## src/hdl/quad_mesh_vertex_normal_assert.svh

```systemverilog
// Assertion macros for the quad mesh vertex normal block.
// Users supply clk and rst in scope; no other dependencies.
`ifndef QUAD_MESH_VERTEX_NORMAL_ASSERT_SVH
`define QUAD_MESH_VERTEX_NORMAL_ASSERT_SVH

// Same-cycle implication.
`define QMVN_ASSERT_IMPL(name, ante, cons) \
  name: assert property (@(posedge clk) disable iff (rst) (ante) |-> (cons)) \
    else $error("qmvn: assertion failed");

// Next-cycle implication.
`define QMVN_ASSERT_NEXT(name, ante, cons) \
  name: assert property (@(posedge clk) disable iff (rst) (ante) |=> (cons)) \
    else $error("qmvn: assertion failed");

`endif

```

## src/hdl/qmvn_ram.sv

```systemverilog
// Generic simple dual-port RAM with registered read.
// No dependencies.
`timescale 1ns / 1ps
module qmvn_ram #(
  parameter int WIDTH = 8,
  parameter int DEPTH = 16
) (
  input  logic                     clk,
  input  logic                     we,
  input  logic [$clog2(DEPTH)-1:0] waddr,
  input  logic [WIDTH-1:0]         wdata,
  input  logic [$clog2(DEPTH)-1:0] raddr,
  output logic [WIDTH-1:0]         rdata
);
  logic [WIDTH-1:0] mem [DEPTH];

  always_ff @(posedge clk) begin
    if (we) begin
      mem[waddr] <= wdata;
    end
    rdata <= mem[raddr];
  end
endmodule

```

## config.mk

```make
export PLATFORM = sky130hd
export DESIGN_NAME = qmvn_ram
export DESIGN_NICKNAME = d
export VERILOG_FILES = /design/src/hdl/quad_mesh_vertex_normal_assert.svh /design/src/hdl/qmvn_ram.sv
export SDC_FILE = /design/constraint.sdc
export NUM_CORES = 1
export LEC_CHECK = 0
export BUFFER_PORTS_ARGS = -buffer_cell sky130_fd_sc_hd__clkbuf_2
export CORE_MARGIN = 3
export CORE_UTILIZATION = 54
export DETAILED_ROUTE_END_ITERATION = 7
export PLACE_DENSITY_LB_ADDON = 0.12
export SYNTH_ARGS = -nofsm -noshare
export SYNTH_HDL_FRONTEND = slang
export SYNTH_SLANG_ARGS = --single-unit
```

## constraint.sdc

```tcl
create_clock -name clk -period 1.8 [get_ports clk]
set_input_delay 0.36 -clock clk [delete_from_list [all_inputs] [get_ports clk]]
set_output_delay 0.36 -clock clk [all_outputs]
set_load 0.01 [all_outputs]
```

==> results.toml, run 1 <==
[status]
outcome = "complete, no violations"

[routing]
vias_per_cell = 5.768
vias = 2440
firstDrtPassIters = 5
drt-total-wl_mm = 9.776
drt_iter0_markers = 224
wl_per_cell_microns = 23.11
drcViolationCount = 0
drtAntennaViolNets = 0

[cts]
postCtsSetupBuffers = 0
cts_tree = "done"
clk_latency_ps = 510
clk_path_buf_depth = 2
cts_hold_buf = 0
cts_made_buffers = 17
cts.sinks = 136
htree_levels = 4
clkTransAtPathRegs_ps = 60
clock-root-buffer = "clkbuf_8"
post_cts_resized = 0

[worst_setup_path]
crit_type = "reg2reg"
cp_data_required_time_ps = 2180
endpoint_kind = "flip-flop"
r2r_setup_slack_ps = 330
cp_slowest_cell = "mux4_1"
crit_chain = "mux4_1 -> a22oi_1 -> nand2_1"
worst_setup_path_start_kind = "flip-flop"
crit_arrival_ps = 1860
max_stage_delay_ps = 560
crit_fanout = 1

[synth]
synth_top_cell_area_share_pct = 74.67
synth.cell_area_sq_um = 5147
yosys_warnings = 0
synth.area.top_cells = "edfxtp_1 (75%), mux4_2 (7.9%), mux4_1 (7.1%)"
ys_dominant_reg_cell = "edfxtp_1"
synth_cell_types = 19
netlist_instances = 229
syn_area_per_cell_sq_um = 22.48
synthArstFlopShare_pct = 0
ys_ff_latch = 136
synth_seq_area_share_pct = 77.78
synth_nets = 247
synth_top_cell_by_area = "edfxtp_1"
synth-edff-count = 128

[sta]
fin_skew_ps = 7.731
slew_violations = 0
fin_ws_ps = 325.8
finalSetupViolCount = 0
period_share_pct = 81.90
rsz0062_at_grt = "false"
finalWorstPathRequiredPeriod_ps = 1474
max-slew-margin-rel_pct = 40.82
hold_slack_ps = 270.3
clock.fmax_ghz = 0.6783
worst_pin_slew_ps = 884.5
hold_viol = 0

[floorplan]
row_count = 34
start_util_pct = 57.35
ios = 26
die_x_microns = 103.6
die_h_microns = 103.6
core-area_sq_um = 8976
dieArea_sq_um = 10740

[pwr]
power.leakage_nw = 2.135
p_per_area_nw_per_um2 = 1232
vdd.ir_drop.worst_v = 0.0008249
finalPower_mw = 7.629

[min_path]
hp-class = "in2reg"

[finish]
drive_gt1_share_pct = 31.65
stdcell_area_sq_um = 6192
syn_to_final_growth_pct = 20.30
utilization_pct = 68.99
antennaDiodeCount = 0
finalNetCount = 302

[place]
dp_slack_ps = -160.3
dpl_cell_area_sq_um = 5544
hpwl_mm = 6.033
routabilityCongestion = 0.7477
port_buffers = 25

[global_routing]
track_usage_pct = 19.58
grt_pass1_wl_mm = 15.06
grt_antenna_before_repair = 0
grt-ovfl-total = 0
grt_max_degree = 33
grt_pass1_vias = 2543

[job]
drv_cap = 0
==> worst paths after layout <==
check                                     startpoint  depth (start not counted)                  end
worst max-delay path             mem[5][1]$_DFFE_PP_                          3     rdata[1]$_DFF_P_
worst min-delay path                        wdata[0]                          1  mem[4][0]$_DFFE_PP_
worst max register to register   mem[5][1]$_DFFE_PP_                          3     rdata[1]$_DFF_P_
worst min register to register  mem[14][2]$_DFFE_PP_                          3     rdata[2]$_DFF_P_
==> cell usage in the layout (no fill, tap or decap), types with 3 or more instances in the layout <==
| cell type | netlist | routed |
|---|---|---|
| bufinv_16 | 0 | 6 |
| dfxtp_1 | 8 | 8 |
| nor3_1 | 4 | 3 |
| nor2_1 | 13 | 13 |
| mux4_2 | 18 | 18 |
| clkbuf_16 | 0 | 16 |
| edfxtp_1 | 128 | 128 |
| clkbuf_2 | 0 | 25 |
| clkinv_4 | 0 | 3 |
| buf_12 | 0 | 3 |
| buf_4 | 1 | 18 |
| mux4_1 | 14 | 14 |
| a22oi_1 | 16 | 16 |
| nand2_1 | 9 | 9 |
==> synth_stat cells (2+ instances only) <==
cell	count
buf_6	3
dfxtp_1	8
nand2b_1	2
nor3_1	4
a22oi_1	16
mux4_2	18
clkdlybuf4s25_2	3
nand3b_1	2
mux4_1	14
edfxtp_1	128
buf_2	3
nand2_1	9
nor2_1	13
==> sequential cells by signal, summed over array words and instances (netlist names) <==
register,flops
mem,128
rdata,8
==> worst max-delay path, delay by kind of cell (launching register included) <==
kind,cells,cell delay (ps)
AND/OR/NAND/NOR,1,100
multiplexers,1,560
flip-flops,1,340
AO/OA/AOI/OAI,1,350
==> layer usage <==
layer | up-vias | global-route usage (%) | wire (microns)
li1 | 1090 | - | -
met1 | 1240 | 28.99 | 4438
met2 | 100 | 28.32 | 4604
met3 | 10 | 5.970 | 644
met4 | 0 | 6.363 | 89
met5 | - | 0 | 0
==> power by group <==
group	total, mW	switching [mW]	internal (mW)
clock	3.73	1.21	2.52
sequential	3.56	0.0202	3.54
combinational	0.339	0.192	0.147
==> cell type report <==
class                   instances  area (sq um)
multi-input cells              83          1062
clock buffers                  19         421.7
clock inverters                13         226.5
flip-flops and latches        136          4004
fillers                       573          2784
well taps                     126         157.7
repair buffers                 46         320.3
==> cell families (layout without fill, tap and decap cells) <==
| kind of cell | Yosys count | count (layout) | share of synthesized area (%) |
|---|---|---|---|
| DFF | 136 | 136 | 77.78 |
| and+or+nand+nor | 35 | 35 | 3.184 |
| muxes | 32 | 32 | 15.02 |
| AOI/OAI and AO/OA | 16 | 16 | 2.334 |
| buffers and inverters | 10 | 78 | 1.677 |
==> metrics by stage <==
stage                     cells  TNS, ps
after floorplan             229        0
after global placement      391   -122.7
after detailed placement    391   -160.3
after CTS                   423        0
after global routing        423        0
final                       423        0
No activity file was read; power rests on OpenSTA's default activity.
==> inputs of run 2 (changes only) <==
--- a/config.mk
+++ b/config.mk
@@ -7,7 +7,7 @@
 export LEC_CHECK = 0
 export BUFFER_PORTS_ARGS = -buffer_cell sky130_fd_sc_hd__clkbuf_2
 export CORE_MARGIN = 3
-export CORE_UTILIZATION = 54
+export CORE_UTILIZATION = 60
 export DETAILED_ROUTE_END_ITERATION = 7
 export PLACE_DENSITY_LB_ADDON = 0.12
 export SYNTH_ARGS = -nofsm -noshare
==> constraint.sdc (replaced) <==
create_clock -name clk -period 1.4 [get_ports clk]
set_input_delay 0.28 -clock clk [delete_from_list [all_inputs] [get_ports clk]]
set_output_delay 0.28 -clock clk [all_outputs]
set_load 0.01 [all_outputs]
==> results.toml, run 2 (synthesis gave the netlist of run 1 again) <==
[floorplan]
row_count = 33
dieArea_sq_um = 9727
die_h_microns = 98.63
ios = 26
die_x_microns = 98.63
core-area_sq_um = 8258
start_util_pct = 62.33

[cts]
postCtsSetupBuffers = 0
cts.sinks = 136
clk_latency_ps = 510
clkTransAtPathRegs_ps = 60
cts_hold_buf = 0
cts_made_buffers = 17
cts_tree = "done"
clk_path_buf_depth = 2
clock-root-buffer = "clkbuf_8"
htree_levels = 4

[finish]
largest_reg_flops = 128
nFillCells = 458
top_regs = "mem (128), rdata (8)"
top_register = "mem"
seqCellArea_sq_um = 4004
layout_commonest_cell = "edfxtp_1"
drive_gt1_share_pct = 35.55
multi_input_area_sq_um = 1094
layout.cells.most_common_list = "edfxtp_1 (128), clkbuf_2 (25), mux4_2 (18), buf_4 (18), clkbuf_16 (16)"
syn_to_final_growth_pct = 20.88
finalNetCount = 307
antennaDiodeCount = 0
stdcell_area_sq_um = 6222

[global_routing]
grt_pass1_vias = 2607
use_met3_pct = 5.662
use_met2_pct = 32.35
busiest_layer = "met2"
grt_pass1_wl_mm = 14.93
grt_antenna_before_repair = 0
grt-ovfl-total = 0
grt_max_degree = 25
track_usage_pct = 21.45
met1_usage_pct = 30.63

[worst_setup_path]
r2r-start = "mem[0][6]$_DFFE_PP_"
r2r_end = "rdata[6]$_DFF_P_"
endpoint_kind = "flip-flop"
crit_chain = "mux4_2 -> a22oi_1 -> nand2_1"
rr_worst_depth = 3
startpoint = "mem[0][6]$_DFFE_PP_"
r2r_setup_slack_ps = 40
crit_fanout = 1
cp_slowest_cell = "mux4_2"
crit_type = "reg2reg"
crit_arrival_ps = 1750
max_stage_delay_ps = 480
cp_data_required_time_ps = 1790
worst_setup_path_start_kind = "flip-flop"

[sta]
finalSetupViolCount = 0
rsz0062_at_grt = "false"
finalWorstPathRequiredPeriod_ps = 1360
worst_pin_slew_ps = 783.4
period_share_pct = 97.12
slew_violations = 0
fin_skew_ps = 7.282
clock.fmax_ghz = 0.7355
hold_viol = 0
max-slew-margin-rel_pct = 47.66

[min_path]
hp-class = "in2reg"
holdPathStages = 1
min_from = "wdata[1]"
min_to = "mem[6][1]$_DFFE_PP_"

[pwr]
power.leakage_nw = 2.146
p_per_area_nw_per_um2 = 1489
vdd.ir_drop.worst_v = 0.0009550
finalPower_mw = 9.266

[routing]
drtAntennaViolNets = 0
firstDrtPassIters = 4
drt_iter0_markers = 194
drt-total-wl_mm = 9.324
vias_per_cell = 6.057
vias = 2459
drcViolationCount = 0
wl_per_cell_microns = 22.97

[place]
hpwl_mm = 5.977
dpl_cell_area_sq_um = 5644
port_buffers = 25
routabilityCongestion = 0.7242

[job]
drv_cap = 0

[status]
outcome = "complete, no violations"
run 2: worst max path at each step:
stage / endpoint / slack [ps] / cells past startpoint
2_1_floorplan: rdata[1]$_DFF_P_ / -20 / 5
3_5_place_dp: rdata[1]$_DFF_P_ / -290 / 5
3_3_place_gp: rdata[0]$_DFF_P_ / -270 / 5
5_1_grt: rdata[2]$_DFF_P_ / 30 / 3
6_report: rdata[6]$_DFF_P_ / 40 / 3
4_1_cts: rdata[6]$_DFF_P_ / 30 / 3
run 2: report_power, final:
group	switching [mW]	leakage, nW	internal (mW)	total (mW)
clock	1.55	0.277	2.68	4.22
combinational	0.247	0.646	0.209	0.456
sequential	0.0307	1.22	4.55	4.58
total	1.83	2.15	7.44	9.27
run 2: through the flow:
step | cells | TNS (ps) | setup WS, ps | utilization (%) | hold slack (ps)
4_1_cts | 406 | 0 | 26.28 | 75.29 | 167.9
6_report | 406 | 0 | 40.36 | 75.35 | 181.9
3_5_place_dp | 375 | -2745 | -293.3 | 68.35 | 664.1
3_3_place_gp | 375 | -2287 | -273.3 | 68.35 | 660.4
5_1_grt | 406 | 0 | 29.43 | 75.35 | 214.8
2_1_floorplan | 229 | -92.94 | -16.47 | - | 378.9
run 2: layout make-up:
cell class	instances	area share [%]
sequential	136	64.35
clock buffer	17	6.656
multi-input combinational	83	17.57
clock inverter	14	2.554
tap	105	2.111
timing repair buffer	51	6.756
run 2: worst max-delay path: cells and delay by family (launching register included):
family,cells,cell delay [ps]
mux,1,480
flops,1,380
compound gates,1,270
simple gates,1,100
run 2: repair_timing:
item | CTS | global route
setup endpoints to repair | 0 | 1
endpoints found under the hold margin | 0 | 0
resized for setup | 0 | 1
run 2: layer usage:
metal / wire length, microns / vias to the layer above
met5: 0 / -
met2: 4810 / 111
met1: 3667 / 1248
li1: - / 1090
met3: 723 / 10
met4: 123 / 0
==> inputs of run 3 (changes only) <==
--- a/config.mk
+++ b/config.mk
@@ -8,8 +8,10 @@
 export BUFFER_PORTS_ARGS = -buffer_cell sky130_fd_sc_hd__clkbuf_2
 export CORE_MARGIN = 3
 export CORE_UTILIZATION = 60
+export CTS_CLUSTER_SIZE = 14
 export DETAILED_ROUTE_END_ITERATION = 7
 export PLACE_DENSITY_LB_ADDON = 0.12
+export RECOVER_POWER = 100
 export SYNTH_ARGS = -nofsm -noshare
 export SYNTH_HDL_FRONTEND = slang
 export SYNTH_SLANG_ARGS = --single-unit
==> results.toml, run 3 (synthesis gave the netlist of run 1 again) <==
[status]
outcome = "complete, no violations"

[worst_setup_path]
cp_top_family = "multiplexers"
crit_arrival_ps = 1740
path_buf_inv = 0
worst_setup_path_start_kind = "flip-flop"
rr_worst_depth = 3
crit_fanout = 1
startpoint = "mem[0][6]$_DFFE_PP_"
cp_data_required_time_ps = 1780
r2r-start = "mem[0][6]$_DFFE_PP_"
endpoint_kind = "flip-flop"
crit_type = "reg2reg"
max_stage_delay_ps = 480
cp.depth = 3
cp_slowest_cell = "mux4_2"
crit_chain = "mux4_2 -> a22oi_1 -> nand2_1"

[finish]
stdcell_area_sq_um = 6091
layout_commonest_cell = "edfxtp_1"
largest_reg_flops = 128
finalNetCount = 307
top_regs = "mem (128), rdata (8)"
antennaDiodeCount = 0
layout.cells.most_common_list = "edfxtp_1 (128), clkbuf_1 (32), mux4_2 (18), clkbuf_16 (16), a22oi_1 (15)"
syn_to_final_growth_pct = 18.33
top_register = "mem"
drive_gt1_share_pct = 22.92

[pwr]
power.leakage_nw = 2.021
vdd.ir_drop.worst_v = 0.0009511
p_per_area_nw_per_um2 = 1517

[routing]
drt-total-wl_mm = 9.427
wl_per_cell_microns = 23.22
firstDrtPassIters = 5
highest_layer = "met4"
vias = 2477
drcViolationCount = 0
drt_iter0_markers = 210
wl_met3_microns = 623
wl_met2_mm = 4.815
drtAntennaViolNets = 0
wl_met1_mm = 3.881
vias_per_cell = 6.101

[cts]
cts_tree = "done"
clk_latency_ps = 510
cts_hold_buf = 0
clk_path_buf_depth = 2
clock-root-buffer = "clkbuf_8"
cts.sinks = 136
cts_made_buffers = 17
clkTransAtPathRegs_ps = 60
htree_levels = 4

[sta]
slew_violations = 0
fin_skew_ps = 5.726
finalSetupViolCount = 0
clock.fmax_ghz = 0.7359
rsz0062_at_grt = "false"
finalWorstPathRequiredPeriod_ps = 1359
worst_pin_slew_ps = 750.9
period_share_pct = 97.06
max-slew-margin-rel_pct = 49.83
fin_ws_ps = 41.09
hold_viol = 0

[floorplan]
die_h_microns = 98.63
ios = 26
die_x_microns = 98.63
row_count = 33
start_util_pct = 62.33
core-area_sq_um = 8258
dieArea_sq_um = 9727

[global_routing]
grt-ovfl-total = 0
grt_max_degree = 25
grt_pass1_wl_mm = 14.93
grt_antenna_before_repair = 0
grt_pass1_vias = 2607
track_usage_pct = 21.45

[place]
port_buffers = 25
dpl_cell_area_sq_um = 5644
dp_slack_ps = -293.3
hpwl_mm = 5.977
routabilityCongestion = 0.7242

[min_path]
holdPathStages = 1
min_from = "wdata[1]"
hp-class = "in2reg"

[job]
drv_cap = 0
## run 3: changes by cell type in the layout (fill, tap and decap cells not counted), sizes merged
| cell | previous run | this run |
|---|---|---|
| buf | 26 | 10 |
| clkbuf | 42 | 58 |
## run 3: per-stage QoR
| stage | total power [mW] | TNS [ps] | hold slack (ps) | util, % | cells |
|---|---|---|---|---|---|
| after detailed placement | 5.128 | -2745 | 664.1 | 68.35 | 375 |
| after CTS | 9.340 | 0 | 167.9 | 75.29 | 406 |
| final | 9.239 | 0 | 279.1 | 73.76 | 406 |
| after floorplan | 4.907 | -92.94 | 378.9 | - | 229 |
| after global routing | 9.553 | 0 | 328.5 | 73.76 | 406 |
| after global placement | 5.114 | -2287 | 660.4 | 68.35 | 375 |
## run 3: where the power goes
group / switching [mW] / internal (mW)
registers: 0.0307 / 4.56
clock network: 1.54 / 2.68
logic: 0.245 / 0.186
## run 3: timing repair
| item | 4_1_cts | 5_1_grt |
|---|---|---|
| setup buffers | 0 | 0 |
| setup endpoints to repair | 0 | 1 |
| resized for setup | 0 | 1 |
## run 3: layout make-up
cell class	instances	area, sq um
Timing Repair Buffer	51	315.3
Tap cell	105	131.4
Multi-Input combinational cell	83	1067
Clock inverter	14	158.9
Fill cell	507	2167
Sequential cell	136	4004
Clock buffer	17	414.1
## run 3: path summary, 6_finish.rpt
kind | end | slack (ps)
setup / recovery | rdata[6]$_DFF_P_ | 40
hold / removal | mem[4][1]$_DFFE_PP_ | 280
setup reg to reg | rdata[6]$_DFF_P_ | 40
hold reg to reg | rdata[0]$_DFF_P_ | 680
## run 3: per-layer routing
layer / global-route usage [%] / vias up
met5: 0 / -
met4: 8.613 / 0
met3: 5.662 / 8
met2: 32.35 / 109
met1: 30.63 / 1268
li1: - / 1092
